[config.mk]
export PLATFORM = sky130hd
export DESIGN_NAME = bmp2pnm_emit
export DESIGN_NICKNAME = d
export VERILOG_FILES = /design/src/hdl/bmp2pnm_pkg.sv /design/src/hdl/bmp2pnm_emit.sv
export SDC_FILE = /design/constraint.sdc
export NUM_CORES = 1
export LEC_CHECK = 0
export ABC_AREA = 1
export CORE_UTILIZATION = 60
export DETAILED_ROUTE_END_ITERATION = 6
export DONT_BUFFER_PORTS = 1
export PLACE_DENSITY = 0.81
export SLEW_MARGIN = 20
export SYNTH_ARGS = -nofsm -noshare
export SYNTH_HDL_FRONTEND = slang
export SYNTH_SLANG_ARGS = --single-unit
[constraint.sdc]
create_clock -name clk -period 1.7 [get_ports clk]
set_input_delay 0.17 -clock clk [delete_from_list [all_inputs] [get_ports clk]]
set_output_delay 0.17 -clock clk [all_outputs]
set_load 0.005 [all_outputs]
[src/hdl/bmp2pnm_pkg.sv]
// bmp2pnm_pkg: shared types and constants for the bmp raster to pnm stream core
// token and pixel records passed between front, queue, unpack and emit stages
// no dependencies
package bmp2pnm_pkg;

	localparam int MAX_COLS       = 4096;
	localparam int PBM_LINE_LIMIT = 70;
	localparam int COL_W          = 14;
	localparam int LINE_W         = 7;
	localparam int QUEUE_DEPTH    = 4;
	localparam int QPTR_W         = 2;
	localparam int BPP_W          = 6;
	localparam int ROW_W          = 13;
	localparam int FMT_W          = 2;
	localparam int CFG_W          = 13;
	localparam int CFG_IDX_W      = 2;
	localparam int IN_DATA_W      = 40;

	localparam logic [FMT_W-1:0] FMT_PPM = 2'd0;
	localparam logic [FMT_W-1:0] FMT_PGM = 2'd1;
	localparam logic [FMT_W-1:0] FMT_PBM = 2'd2;

	localparam logic [CFG_IDX_W-1:0] REG_BPP = 2'd0;
	localparam logic [CFG_IDX_W-1:0] REG_ROW = 2'd1;
	localparam logic [CFG_IDX_W-1:0] REG_FMT = 2'd2;

	localparam logic [7:0] CHAR_NL   = 8'd10;
	localparam logic [7:0] CHAR_ONE  = 8'h31;
	localparam logic [7:0] CHAR_ZERO = 8'h30;

	typedef enum logic [1:0] {
		TOK_PAL,
		TOK_IDX,
		TOK_RGB
	} tok_kind_t;

	// byte_val is the palette index for TOK_PAL, the raster byte for TOK_IDX
	typedef struct packed {
		tok_kind_t   kind;
		logic [23:0] color;
		logic [7:0]  byte_val;
		logic [1:0]  lg;
		logic [3:0]  count;
		logic        row_end;
	} token_t;

	typedef struct packed {
		logic [23:0] rgb;
		logic        row_end;
		logic        item_last;
	} pixel_t;

	// 5-bit field to 8 bits, floor(v * 255 / 31)
	function automatic logic [7:0] scale5(input logic [4:0] v);
		logic [7:0] r;
		case (v)
			5'd0:  r = 8'd0;
			5'd1:  r = 8'd8;
			5'd2:  r = 8'd16;
			5'd3:  r = 8'd24;
			5'd4:  r = 8'd32;
			5'd5:  r = 8'd41;
			5'd6:  r = 8'd49;
			5'd7:  r = 8'd57;
			5'd8:  r = 8'd65;
			5'd9:  r = 8'd74;
			5'd10: r = 8'd82;
			5'd11: r = 8'd90;
			5'd12: r = 8'd98;
			5'd13: r = 8'd106;
			5'd14: r = 8'd115;
			5'd15: r = 8'd123;
			5'd16: r = 8'd131;
			5'd17: r = 8'd139;
			5'd18: r = 8'd148;
			5'd19: r = 8'd156;
			5'd20: r = 8'd164;
			5'd21: r = 8'd172;
			5'd22: r = 8'd180;
			5'd23: r = 8'd189;
			5'd24: r = 8'd197;
			5'd25: r = 8'd205;
			5'd26: r = 8'd213;
			5'd27: r = 8'd222;
			5'd28: r = 8'd230;
			5'd29: r = 8'd238;
			5'd30: r = 8'd246;
			default: r = 8'd255;
		endcase
		return r;
	endfunction

endpackage

[src/hdl/bmp2pnm_emit.sv]
// bmp2pnm_emit: expands pixels into ppm, pgm or plain pbm bytes, one byte per cycle while m_tready is high
// owns the pbm line counter and the output register
// depends on bmp2pnm_pkg
module bmp2pnm_emit (
	input  logic                              clk,
	input  logic                              arst_n,
	input  logic                              restart,
	input  logic [bmp2pnm_pkg::FMT_W-1:0]     fmt,
	input  logic                              px_valid,
	input  bmp2pnm_pkg::pixel_t               px,
	output logic                              px_ready,
	output logic                              m_tvalid,
	input  logic                              m_tready,
	output logic [7:0]                        m_tdata,  // out_byte
	output logic                              m_tlast   // run_last
);

	localparam logic [bmp2pnm_pkg::LINE_W-1:0] LIMIT = bmp2pnm_pkg::LINE_W'(bmp2pnm_pkg::PBM_LINE_LIMIT);

	logic [1:0]                       step_q, step_d;
	logic [bmp2pnm_pkg::LINE_W-1:0]   line_q, line_d;
	logic                             m_tvalid_q, m_tlast_q;
	logic [7:0]                       m_tdata_q;

	logic                             can_emit, fire, final_d, wrap;
	logic [7:0]                       byte_d, blue;

	assign can_emit = !m_tvalid_q || m_tready;
	assign fire     = px_valid && can_emit;
	assign blue     = px.rgb[7:0];
	assign wrap     = (step_q == 2'd0) && (line_q >= LIMIT);

	always_comb begin
		byte_d  = blue;
		final_d = 1'b0;
		step_d  = step_q;
		line_d  = line_q;
		case (fmt)
			bmp2pnm_pkg::FMT_PPM: begin
				case (step_q)
					2'd0: begin
						byte_d = px.rgb[23:16];
						step_d = 2'd1;
					end
					2'd1: begin
						byte_d = px.rgb[15:8];
						step_d = 2'd2;
					end
					default: begin
						byte_d  = blue;
						final_d = 1'b1;
					end
				endcase
			end
			bmp2pnm_pkg::FMT_PGM: begin
				byte_d  = blue;
				final_d = 1'b1;
			end
			default: begin
				if (wrap) begin
					byte_d = bmp2pnm_pkg::CHAR_NL;
					line_d = '0;
				end else if (step_q == 2'd0) begin
					byte_d  = (blue == 8'd0) ? bmp2pnm_pkg::CHAR_ONE : bmp2pnm_pkg::CHAR_ZERO;
					line_d  = line_q + 1'b1;
					final_d = !px.row_end;
					step_d  = 2'd1;
				end else begin
					byte_d  = bmp2pnm_pkg::CHAR_NL;
					line_d  = '0;
					final_d = 1'b1;
				end
			end
		endcase
		if (final_d) begin
			step_d = 2'd0;
			if (px.row_end) begin
				line_d = '0;
			end
		end
	end

	assign px_ready = fire && final_d;
	assign m_tvalid = m_tvalid_q;
	assign m_tdata  = m_tdata_q;
	assign m_tlast  = m_tlast_q;

	always_ff @(posedge clk or negedge arst_n) begin
		if (!arst_n) begin
			step_q     <= '0;
			line_q     <= '0;
			m_tvalid_q <= 1'b0;
			m_tdata_q  <= '0;
			m_tlast_q  <= 1'b0;
		end else begin
			if (restart) begin
				step_q <= '0;
				line_q <= '0;
			end else if (fire) begin
				step_q <= step_d;
				line_q <= line_d;
			end
			if (can_emit) begin
				m_tvalid_q <= fire;
			end
			if (fire) begin
				m_tdata_q <= byte_d;
				m_tlast_q <= final_d && px.item_last;
			end
		end
	end

	a_line_bound: assert property (@(posedge clk) disable iff (!arst_n) line_q <= LIMIT)
		else $error("pbm line count past limit");

	a_wrap_clears: assert property (@(posedge clk) disable iff (!arst_n)
		(fire && fmt[1] && wrap) |=> (line_q == '0))
		else $error("pbm wrap newline did not clear line count");

endmodule

# Word-level counts from Yosys, hierarchy flattened
# Index checks and enable logic that the tools add are counted.
# word_totals
reg_bits,19
input_bits,33
output_inout_bits,11
wordCells,50
# op_classes
add_sub_neg,1
magnitude_cmp,1
n_eq_ne,4
muxes,23
reduce_logical,16
# ops
cell,count
7-bit two-way mux,7
8-bit case mux with 2 select lines,2
6-bit two-way mux,2
2-bit two-way mux,5
8-bit zero test,1
2-bit case mux with 2 select lines,2
4-bit nonzero test,2
"7-bit by 1-bit adder with 7-bit output, second input constant",1
"7-bit greater-or-equal comparator, second input constant",1
5-bit AND reduction,1
"2-bit by 1-bit == test with 1-bit output, second input constant",2
1-bit logical AND,4
2-bit zero test,2
1-bit two-way mux,4
"4-bit by 3-bit != test with 1-bit output, second input constant",1
2-bit OR reduction,2
"3-bit != test, second input constant",1
1-bit zero test,2
1-bit case mux with 2 select lines,1
2-bit nonzero test,1
1-bit logical OR,1

# Logic depth before layout (Yosys ltp)
# Gate-level depths: netlist of run 1.
# depth
word_depth,8
mapped_depth,12

# Worst setup path after synthesis of run 1
# Ideal clock, no wire load.
# synth_path
kind,reg-to-reg
start,register line_q[0] (netlist bit)
end,register step_q[0]
t_arrival_ns,1.327
path_slack_ns,0.255
stages_incl_launch_ff,13
path_buffers,0
period_less_slack_ns,1.445
cell_sequence,dfrtp_1 -> inv_1 -> ha_1 -> nand2_1 -> nand2_2 -> o21ai_4 -> nand2_2 -> nand2_2 -> nand2_2 -> nand3_1 -> nand2_1 -> nand2_1 -> nand2_1
# synth_between
elab_chain_cells,7
word_cells_on_any_way,12
# synth_rtl
element,line,source
from (decl),bmp2pnm_emit.sv:21,"logic [bmp2pnm_pkg::LINE_W-1:0] line_q, line_d;"
from (signal assigned),bmp2pnm_emit.sv:101,line_q <= line_d;
7-bit greater-or-equal comparator (*),bmp2pnm_emit.sv:31,assign wrap = (step_q == 2'd0) && (line_q >= LIMIT);
1-bit logical AND (*),bmp2pnm_emit.sv:31,
"parallel branches: the longest is 5 deep, another holds 5-bit AND reduction",n/a,
to (signal assigned),bmp2pnm_emit.sv:100,step_q <= step_d;
to (decl),bmp2pnm_emit.sv:20,"logic [1:0] step_q, step_d;"
# Every way passes the cells marked *. The select of a mux whose other input is x is not followed.
# A chain may end at the register's enable or synchronous reset.

# Final worst setup path of run 1
# layout_path
start,register line_q[0] (netlist bit)
end,output px_ready
# layout_between
elab_chain_cells,5
# layout_rtl
element,line,source
7-bit greater-or-equal comparator,bmp2pnm_emit.sv:31,
1-bit logical AND,bmp2pnm_emit.sv:31,
1-bit two-way mux,bmp2pnm_emit.sv:60,if (wrap) begin
1-bit case mux with 2 select lines,bmp2pnm_emit.sv:38,case (fmt)
1-bit logical AND,bmp2pnm_emit.sv:83,assign px_ready = fire && final_d;
to (decl),bmp2pnm_emit.sv:11,"output logic px_ready,"
# Every way passes these cells.

==> results of run 1 <==
-- layer usage --
| layer | global-route usage (%) | up-vias |
|---|---|---|
| met2 | 42.8 | 56 |
| met5 | 0 | - |
| met1 | 37.1 | 537 |
| li1 | - | 585 |
| met4 | 11.4 | 0 |
| met3 | 8.08 | 4 |
-- Yosys cell counts, types with 2 or more instances --
library cell,n,share of area (%)
o21ai_0,5,2.0
dfrtp_1,19,39
o22ai_1,5,2.6
nor2_1,19,5.8
inv_2,6,1.8
nand2_2,8,4.1
nand2_4,2,1.8
a31oi_1,8,4.1
nand2_1,28,8.6
o21ai_1,5,2.0
nor4_1,2,1.0
ha_1,2,2.0
nand3_1,8,3.3
inv_1,19,5.8
a21oi_1,14,5.7
nand4_1,2,1.0
o221ai_1,5,3.6
-- where the power goes --
| part | leakage, nW | switching [W] | internal [W] |
|---|---|---|---|
| clock | 0.0177 | 0.000148 | 0.0000878 |
| sequential | 0.241 | 0.0000317 | 0.000495 |
| combinational | 0.371 | 0.000122 | 0.0000708 |
-- layout make-up --
type / count / area share, %
Clock inverter: 1 / 0.366
Timing Repair Buffer: 10 / 6.40
Multi-Input combinational cell: 118 / 47.0
Inverter: 27 / 7.59
Sequential cell: 19 / 34.7
Tap cell: 25 / 2.29
Clock buffer: 3 / 1.65
-- worst paths after layout --
kind,startpoint,endpoint,slack [ns],cells past startpoint
worst max-delay path,line_q[0],px_ready,0.07,9
worst min-delay path,restart,step_q[0],0.01,3
worst max register to register,line_q[0],line_q[2],0.17,10
worst min register to register,m_tlast,m_tlast,0.53,2
max in group asynchronous,arst_n,line_q[6],0.75,1
min in group asynchronous,arst_n,m_tdata[1],0.41,1
-- timing repair --
action                                 CTS  global route
hold buffers                             4             1
resized for setup                        0             3
setup endpoints to repair                1             1
pin swaps                                1             0
buffers inserted                         3             0
endpoints found under the hold margin   22             1
-- stage by stage --
stage | hold slack [ns] | utilization [%] | std cells | area (µm²) | setup slack (ns)
after detailed placement | -0.125 | 69.1 | 191 | 1260 | 0.107
after global routing | 0.0154 | 75.2 | 203 | 1370 | -0.0168
after floorplan | -0.126 | - | 166 | 1220 | 0.255
after global placement | -0.125 | 69.1 | 191 | 1260 | 0.181
final | 0.0114 | 75.2 | 203 | 1370 | 0.0718
after CTS | 0.00678 | 74.1 | 202 | 1350 | 0.0221
-- state kept, by name, indices dropped and copies added, names as in the netlist --
name,flops
m_tlast,1
m_tvalid,1
line_q,7
step_q,2
m_tdata,8
-- logic make-up (layout without fill, tap and decap cells) --
| family | count (synthesis) | in the layout |
|---|---|---|
| adder cells (fa/ha/maj) | 2 | 2 |
| buffers and inverters | 29 | 41 |
| AO/OA/AOI/OAI | 43 | 43 |
| AND/OR/NAND/NOR | 73 | 73 |
| flip-flops | 19 | 19 |
-- critical path: stages (launching register included) --
cell     delay, ns
dfrtp_1       0.36
inv_1         0.05
ha_2          0.18
nand2_2       0.07
nand2_2       0.06
o21ai_4       0.13
nand2_2       0.06
nand2_2       0.08
nand2_2       0.07
nor2_4        0.09
==> reports/qor.csv, run 1 <==
stage;metric;value;unit
detailed_routing;final_antenna_net_count;0;
yosys;synth-edff-count;0;
die;die_area;0.00223;mm²
yosys;syn_area;0.00122;mm²
critical_path;cp_data_arrival_time;1.46;ns
clock_network;insertion_delay;0.30;ns
sta;fin_crit_sh;95.8;%
yosys;postSynthCellCount;166;
cells_and_area;diodes;0;
sta;fmax;0.614;GHz
placed_design;dp_hpwl;2100;µm
power;peakVddDrop;0.000518;V
cells_and_area;fillCellCount;141;
cells_and_area;drive_above_1_share;18.0;%
critical_path;crit_path_max_fanout;3;
power;p_leak;0.629;nW
yosys;ys_seq_area_share;38.8;%
sta;finalSetupViolCount;0;
placed_design;gp_congestion;0.855;
sta;hold_viol_final;0;
global_route;grt_antenna_before_repair;0;
yosys;synth_top_family_by_area;simple AND/OR/NAND/NOR gates;
sta;worst_pin_slew;0.875;ns
die;row_count;15;
detailed_routing;wl_per_cell;14.2;µm
clock_network;clk_pin_slew;0.11;ns
clock_network;h-tree-depth;1;
detailed_routing;vias_per_cell;5.82;
power;p_per_area;698;mW/mm²
sta;rsz0062_at_grt;true;
yosys;synth_xor_xnor_area_share;0;%
yosys;synth_fa_ha_area_share;2.04;%
yosys;synth_fp_nets;201;
clock_network;clkSinkCount;19;
yosys;ys_seq_elements;19;
critical_path;crit_type;reg -> out;
cells_and_area;fin_nets;214;
global_route;grt_use_total;27.9;%
yosys;yosys.area_share.simple;28.3;%
cells_and_area;mostFrequentLayoutCell;nand2_1;
detailed_routing;route.met2.wl;1390;µm
critical_path;cp-start-kind;flop;
sta;max_slew_margin;41.4;%
detailed_routing;drc_errors;0;
detailed_routing;vias;1182;
yosys;avgSynthCellArea;7.38;µm²
detailed_routing;wl;2890;µm
detailed_routing;firstDrtPassIters;4;
die;core;0.00182;mm²
clock_network;cts_inserted_buffers;3;
detailed_routing;wl_met3;224;µm
cells_and_area;syn_to_final_growth;11.7;%
power;total_power;0.000955;W
sta;finalClockSkew;0.00568;ns
critical_path;crit_required;1.53;ns
global_route;grt_pass1_wl;4280;µm
cells_and_area;regArea;475;µm²
hold_path;min_path_type;in -> reg;
clock_network;cts_tree;built;
die;die_w;47.2;µm
sta;slew_viol_final;0;
die;die_h;47.2;µm
yosys;synth.area.mux_share;0;%
yosys;synth_compound_area_share;21.3;%
run_status;status;completed;
yosys;synthFlopType;dfrtp_1;
global_route;grt_pass1_vias;1063;
yosys;synth.distinct_cells;26;
yosys;async_flop_share;100;%
die;start_util;67.3;%
cells_and_area;mostFrequentLayoutCells;nand2_1, inv_1, nor2_1, dfrtp_1, a21oi_1;
sta;fin_crit;1.63;ns
flow_run;maxCapViolCount;0;
global_route;grt_max_degree;20;
placed_design;port_buffers;0;
detailed_routing;drt_iter0_drc;28;
detailed_routing;wl_met1;1250;µm
sta;fin_setup_tns;0;ns
global_route;grt.overflow.total;0;
die;io_pins;44;
clock_network;cts_root_buf;clkbuf_4;
detailed_routing;routed.top_layer;met4;
yosys;yosys_warnings;0;
cells_and_area;multi_input_area;643;µm²
critical_path;cp-end-kind;output port;
clock_network;max-clock-path-buffers;2;
Note: power is estimated with default switching activity, not from simulation.
==> run 2, diff against run 1 <==
- CAP_MARGIN: unset -> 20
- SETUP_SLACK_MARGIN: unset -> 0.2
==> run 2 against run 1 <==
Critical path depth is 3 higher. Routed wire length is 9.8% higher. First-iteration DRC count is 11% higher. Critical path type is now reg -> reg. Largest cell class unchanged. Highest routed layer unchanged.
==> reports/qor.csv, run 2 (synthesis results as in run 1) <==
stage;metric;value;unit;change
clock_network;max-clock-path-buffers;2;;unchanged
sta;rsz0062_at_grt;true;;unchanged
critical_path;cp-start-kind;flop;;unchanged
detailed_routing;route.met2.wl;1570;µm;was 1390 µm
sta;finalSetupViolCount;0;;unchanged
die;row_count;15;;unchanged
power;peakVddDrop;0.000523;V;was 0.000518 V
detailed_routing;wl_met3;251;µm;was 224 µm
global_route;grt_pass1_wl;4610;µm;was 4280 µm
global_route;grt.overflow.total;0;;unchanged
die;start_util;67.3;%;unchanged
critical_path;cp_data_arrival_time;1.82;ns;was 1.46 ns
cells_and_area;mostFrequentLayoutCell;nand2_1;;unchanged
global_route;grt_max_degree;20;;unchanged
global_route;grt_antenna_before_repair;0;;unchanged
detailed_routing;routed.top_layer;met4;;unchanged
critical_path;crit_type;reg -> reg;;was reg -> out
sta;max_slew_margin;41.4;%;about the same
clock_network;insertion_delay;0.30;ns;about the same
clock_network;clk_pin_slew;0.11;ns;about the same
clock_network;h-tree-depth;1;;unchanged
run_status;status;completed;;unchanged
critical_path;crit_path_max_fanout;7;;was 3
critical_path;worst_r2r_startpoint;line_q[0];;unchanged
sta;fin_crit_sh;95.9;%;was 95.8%
hold_path;hp-start;restart;;unchanged
critical_path;crit_required;1.89;ns;was 1.53 ns
global_route;grt_pass1_vias;1117;;was 1063
critical_path;cp-end-kind;flop;;was output port
critical_path;crit_path_top_delay_cell;dfrtp_1;;unchanged
detailed_routing;wl;3170;µm;was 2890 µm
cells_and_area;fin_nets;216;;was 214
global_route;grt_use_total;30.1;%;was 27.9%
placed_design;gp_congestion;0.855;;unchanged
cells_and_area;drive_above_1_share;24.4;%;was 18.0%
cells_and_area;diodes;0;;unchanged
detailed_routing;firstDrtPassIters;4;;unchanged
cells_and_area;mostFrequentLayoutCells;nand2_1, inv_1, dfrtp_1, nor2_1, a21oi_1;;was nand2_1, inv_1, nor2_1, dfrtp_1, a21oi_1
die;die_h;47.2;µm;unchanged
critical_path;cp_top_family;simple AND/OR/NAND/NOR gates;;unchanged
detailed_routing;wl_met1;1310;µm;was 1250 µm
power;p_leak;0.676;nW;was 0.629 nW
placed_design;dp_cells;191;;unchanged
critical_path;path_cells;inv_1, ha_2, nand2_2, nand2_2, o21ai_4, nand2_2, nand2_2, buf_4, buf_4, nand3_2, nand2_4, o22ai_2;;was inv_1, ha_2, nand2_2, nand2_2, o21ai_4, nand2_2, nand2_2, nand2_2, nor2_4
placed_design;port_buffers;0;;unchanged
detailed_routing;vias;1227;;was 1182
clock_network;clkSinkCount;19;;unchanged
critical_path;startpoint;line_q[0];;unchanged
die;die_w;47.2;µm;unchanged
detailed_routing;wl_per_cell;15.5;µm;was 14.2 µm
sta;fmax;0.613;GHz;was 0.614 GHz
detailed_routing;final_antenna_net_count;0;;unchanged
sta;whs;0.0225;ns;was 0.0114 ns
cells_and_area;syn_to_final_growth;19.2;%;was 11.7%
die;io_pins;44;;unchanged
detailed_routing;vias_per_cell;5.99;;was 5.82
sta;slew_viol_final;0;;unchanged
flow_run;maxCapViolCount;0;;unchanged
sta;hold_viol_final;0;;unchanged
die;core;0.00182;mm²;unchanged
placed_design;dp_hpwl;2100;µm;unchanged
sta;finalClockSkew;0.00189;ns;was 0.00568 ns
detailed_routing;drt_iter0_drc;31;;was 28
clock_network;cts_inserted_buffers;3;;unchanged
critical_path;worst-path-buf-inv;3;;was 1
clock_network;cts_tree;built;;unchanged
critical_path;cpMostUsedCell;nand2_2;;unchanged
sta;worst_pin_slew;0.876;ns;was 0.875 ns
power;p_per_area;670;mW/mm²;was 698 mW/mm²
sta;fin_crit;1.63;ns;about the same
cells_and_area;largest_register_ffs;8;;unchanged
clock_network;cts_root_buf;clkbuf_4;;unchanged
hold_path;min_path_type;in -> reg;;unchanged
critical_path;cpPeakStageDelay;0.37;ns;was 0.36 ns
die;die_area;0.00223;mm²;unchanged
detailed_routing;drc_errors;0;;unchanged
cells_and_area;stdcell_count;205;;was 203
==> run 2: changes by cell type in the layout (fill, tap and decap cells not counted), sizes merged <==
cell,before,now
buf,5,7
==> run 2: worst paths after layout <==
check	endpoint	slack (ns)	depth (start not counted)
min in group asynchronous	line_q[5]	0.42	1
hold / removal	step_q[0]	0.02	3
hold reg to reg	m_tlast	0.53	2
setup / recovery	line_q[6]	0.07	12
max in group asynchronous	m_tdata[7]	0.75	1
setup reg to reg	line_q[6]	0.07	12
==> run 2: power by group <==
group	total (W)	leakage [nW]	switching, W	internal, W
Clock	0.000237	0.0177	0.000149	0.0000878
Combinational	0.000215	0.418	0.000135	0.0000799
Sequential	0.000527	0.241	0.0000323	0.000495
Total	0.000979	0.676	0.000317	0.000662
==> run 2: layout make-up <==
type | count | area [µm²]
multi-input combinational | 118 | 719
sequential | 19 | 475
fill | 119 | 360
inverter | 27 | 104
timing repair buffer | 12 | 103
tap | 25 | 31.3
clock buffer | 3 | 22.5
clock inverter | 1 | 5.00
==> run 2: layer usage <==
layer  vias to the layer above  global-route usage, %
met2                        54                   48.9
met5                         -                      0
met1                       575                   38.5
li1                        592                      -
met3                         6                   8.08
met4                         0                   10.9
==> run 2: repair_timing <==
action                                 4_1_cts  5_1_grt
hold buffers                                 4        1
setup endpoints to repair                   14       14
resized for setup                            6       12
endpoints found under the hold margin       22        1
setup buffers                                5        0
cloned                                       0        0
pin swaps                                    6        2
==> run 2: worst register-to-register path, stage by stage (launching register included) <==
cell,delay [ns]
dfrtp_1,0.37
inv_1,0.05
ha_2,0.18
nand2_2,0.07
nand2_2,0.06
o21ai_4,0.14
nand2_2,0.07
nand2_2,0.08
buf_4,0.11
buf_4,0.11
nand3_2,0.07
nand2_4,0.14
o22ai_2,0.08
==> run 2: through the flow <==
step | setup TNS [ns] | worst slack (ns) | total power, W | utilization [%] | instance area (µm²)
6_report | 0 | 0.0691 | 0.000979 | 80.2 | 1460
5_1_grt | -0.0170 | -0.00790 | 0.00103 | 80.2 | 1460
4_1_cts | 0 | 0.0539 | 0.000965 | 76.4 | 1390
3_5_place_dp | 0 | 0.107 | 0.000702 | 69.1 | 1260
3_3_place_gp | 0 | 0.181 | 0.000697 | 69.1 | 1260
2_1_floorplan | 0 | 0.255 | 0.000666 | - | 1220
==> run 3, diff against run 2 <==
- CELL_PAD_IN_SITES_DETAIL_PLACEMENT: unset -> 0
- CELL_PAD_IN_SITES_GLOBAL_PLACEMENT: unset -> 1
- CORE_UTILIZATION: 60 -> 43
- PLACE_DENSITY: 0.81 -> 0.82
==> run 3 against run 2 <==
Die area is 38% higher. Worst hold slack worse by 0.018 ns. Clock power is essentially flat. Critical path type is now reg -> out. Critical endpoint is now px_ready.
==> reports/qor.csv, run 3 (synthesis results as in run 1) <==
stage;metric;value;unit;change
critical_path;cp_data_arrival_time;1.46;ns;was 1.82 ns
clock_network;cts_tree;built;;unchanged
critical_path;reg2reg_depth;11;;was 12
clock_network;max-clock-path-buffers;2;;unchanged
placed_design;gp_congestion;0.807;;was 0.855
clock_network;insertion_delay;0.30;ns;about the same
critical_path;path_cells;ha_2, nand2_2, nand2_2, o21ai_4, nand2_2, nand2_2, nand2_2, nor2_4;;was inv_1, ha_2, nand2_2, nand2_2, o21ai_4, nand2_2, nand2_2, buf_4, buf_4, nand3_2, nand2_4, o22ai_2
critical_path;cp_top_family;simple AND/OR/NAND/NOR gates;;unchanged
critical_path;crit_type;reg -> out;;was reg -> reg
global_route;grt_use_total;21.5;%;was 30.1%
critical_path;worst-path-buf-inv;0;;was 3
hold_path;holdPathStages;2;;was 3
cells_and_area;largest_register_ffs;8;;unchanged
flow_run;maxCapViolCount;0;;unchanged
detailed_routing;vias;1191;;was 1227
power;p_per_area;680;mW/mm²;was 670 mW/mm²
sta;worst_pin_slew;0.941;ns;was 0.876 ns
critical_path;r2r_slack;0.08;ns;was 0.07 ns
critical_path;cpPeakStageDelay;0.40;ns;was 0.37 ns
critical_path;startpoint;line_q[1];;was line_q[0]
clock_network;cts_root_buf;clkbuf_4;;unchanged
sta;fin_crit;1.63;ns;about the same
clock_network;clkSinkCount;19;;unchanged
detailed_routing;wl;3110;µm;was 3170 µm
clock_network;h-tree-depth;1;;unchanged
detailed_routing;final_antenna_net_count;0;;unchanged
detailed_routing;drt_iter0_drc;40;;was 31
hold_path;hold_end;m_tdata[2];;was step_q[0]
die;die_h;55.4;µm;was 47.2 µm
placed_design;dp_hpwl;2330;µm;was 2100 µm
critical_path;cp-end-kind;output port;;was flop
global_route;grt_pass1_vias;1128;;was 1117
cells_and_area;fillCellCount;257;;was 119
die;start_util;47.3;%;was 67.3%
cells_and_area;drive_above_1_share;21.1;%;was 24.4%
critical_path;r2r_end;line_q[2];;was line_q[6]
global_route;grt.overflow.total;0;;unchanged
global_route;grt_max_degree;20;;unchanged
cells_and_area;diodes;0;;unchanged
critical_path;crit_cells;8;;was 12
cells_and_area;multi_input_area;674;µm²;was 719 µm²
clock_network;clk_pin_slew;0.11;ns;about the same
sta;slew_viol_final;0;;unchanged
detailed_routing;firstDrtPassIters;4;;unchanged
critical_path;crit_required;1.53;ns;was 1.89 ns
die;io_pins;44;;unchanged
sta;finalClockSkew;0.00366;ns;was 0.00189 ns
die;row_count;18;;was 15
cells_and_area;post-route-util;54.9;%;was 80.2%
critical_path;crit_path_max_fanout;2;;was 7
placed_design;port_buffers;0;;unchanged
critical_path;cp-start-kind;flop;;unchanged
run_status;status;completed;;unchanged
detailed_routing;drc_errors;0;;unchanged
cells_and_area;mostFrequentLayoutCells;nand2_1, inv_1, nor2_1, dfrtp_1, a21oi_1;;was nand2_1, inv_1, dfrtp_1, nor2_1, a21oi_1
hold_path;min_path_type;in -> reg;;unchanged
sta;whs;0.00426;ns;was 0.0225 ns
global_route;grt_pass1_wl;5290;µm;was 4610 µm
cells_and_area;regArea;477;µm²;was 475 µm²
die;die_area;0.00307;mm²;was 0.00223 mm²
critical_path;worst_r2r_startpoint;line_q[1];;was line_q[0]
sta;finalSetupViolCount;0;;unchanged
die;core;0.00259;mm²;was 0.00182 mm²
cells_and_area;mostFrequentLayoutCell;nand2_1;;unchanged
sta;rsz0062_at_grt;true;;unchanged
sta;max_slew_margin;37.1;%;was 41.4%
die;die_w;55.4;µm;was 47.2 µm
cells_and_area;stdcell_count;210;;was 205
clock_network;cts_inserted_buffers;3;;unchanged
sta;fin_setup_tns;0;ns;unchanged
global_route;grt_antenna_before_repair;0;;unchanged
cells_and_area;fin_nets;216;;unchanged
critical_path;crit_path_top_delay_cell;dfrtp_1;;unchanged
cells_and_area;syn_to_final_growth;16.1;%;was 19.2%
power;p_leak;0.650;nW;was 0.676 nW
sta;hold_viol_final;0;;unchanged
detailed_routing;wl_per_cell;14.8;µm;was 15.5 µm
critical_path;cpMostUsedCell;nand2_2;;unchanged
hold_path;hp-start;px[12];;was restart
power;peakVddDrop;0.000704;V;was 0.000523 V
placed_design;dp_cells;196;;was 191
power;total_power;0.000968;W;was 0.000979 W
sta;fmax;0.612;GHz;was 0.613 GHz
detailed_routing;vias_per_cell;5.67;;was 5.99
sta;fin_crit_sh;96.1;%;was 95.9%
[run 3: metal layers]
metal	wire, µm	vias to the layer above	global-route usage [%]
met4	27	0	4.64
met1	1360	546	28.3
met2	1490	49	33.2
met5	0	-	0
met3	234	4	8.43
li1	-	592	-
[run 3: worst max path at each step]
stage | endpoint | slack, ns
CTS | px_ready | 0.04
global route | line_q[2] | -0.04
floorplan | step_q[0] | 0.25
finish | px_ready | 0.07
global placement | line_q[5] | 0.16
detailed placement | line_q[6] | 0.11
[run 3: repair_timing]
| item | 4_1_cts | 5_1_grt |
|---|---|---|
| endpoints found under the setup margin | 12 | 13 |
| pin swaps | 7 | 10 |
| setup buffers | 5 | 1 |
| hold buffers | 4 | 0 |
| hold endpoints to repair | 22 | 0 |
| gates resized for setup | 5 | 7 |
| gates cloned | 0 | 0 |
[run 3: power by group]
part	internal, W	switching, W
registers	0.000495	0.0000321
clock network	0.0000916	0.000144
logic	0.0000778	0.000128
[run 3: metrics by stage]
stage | setup WS, ns | instance area, µm²
floorplan | 0.255 | 1220
global placement | 0.162 | 1260
detailed placement | 0.106 | 1260
CTS | 0.0422 | 1390
global route | -0.0385 | 1420
finish | 0.0657 | 1420
[run 3: area by class of cell]
cell class / count / share of cell area (%)
Sequential cell: 19 / 33.5
Inverter: 27 / 7.30
Multi-Input combinational cell: 118 / 47.4
Clock buffer: 4 / 1.85
Tap cell: 30 / 2.64
Timing Repair Buffer: 12 / 7.30
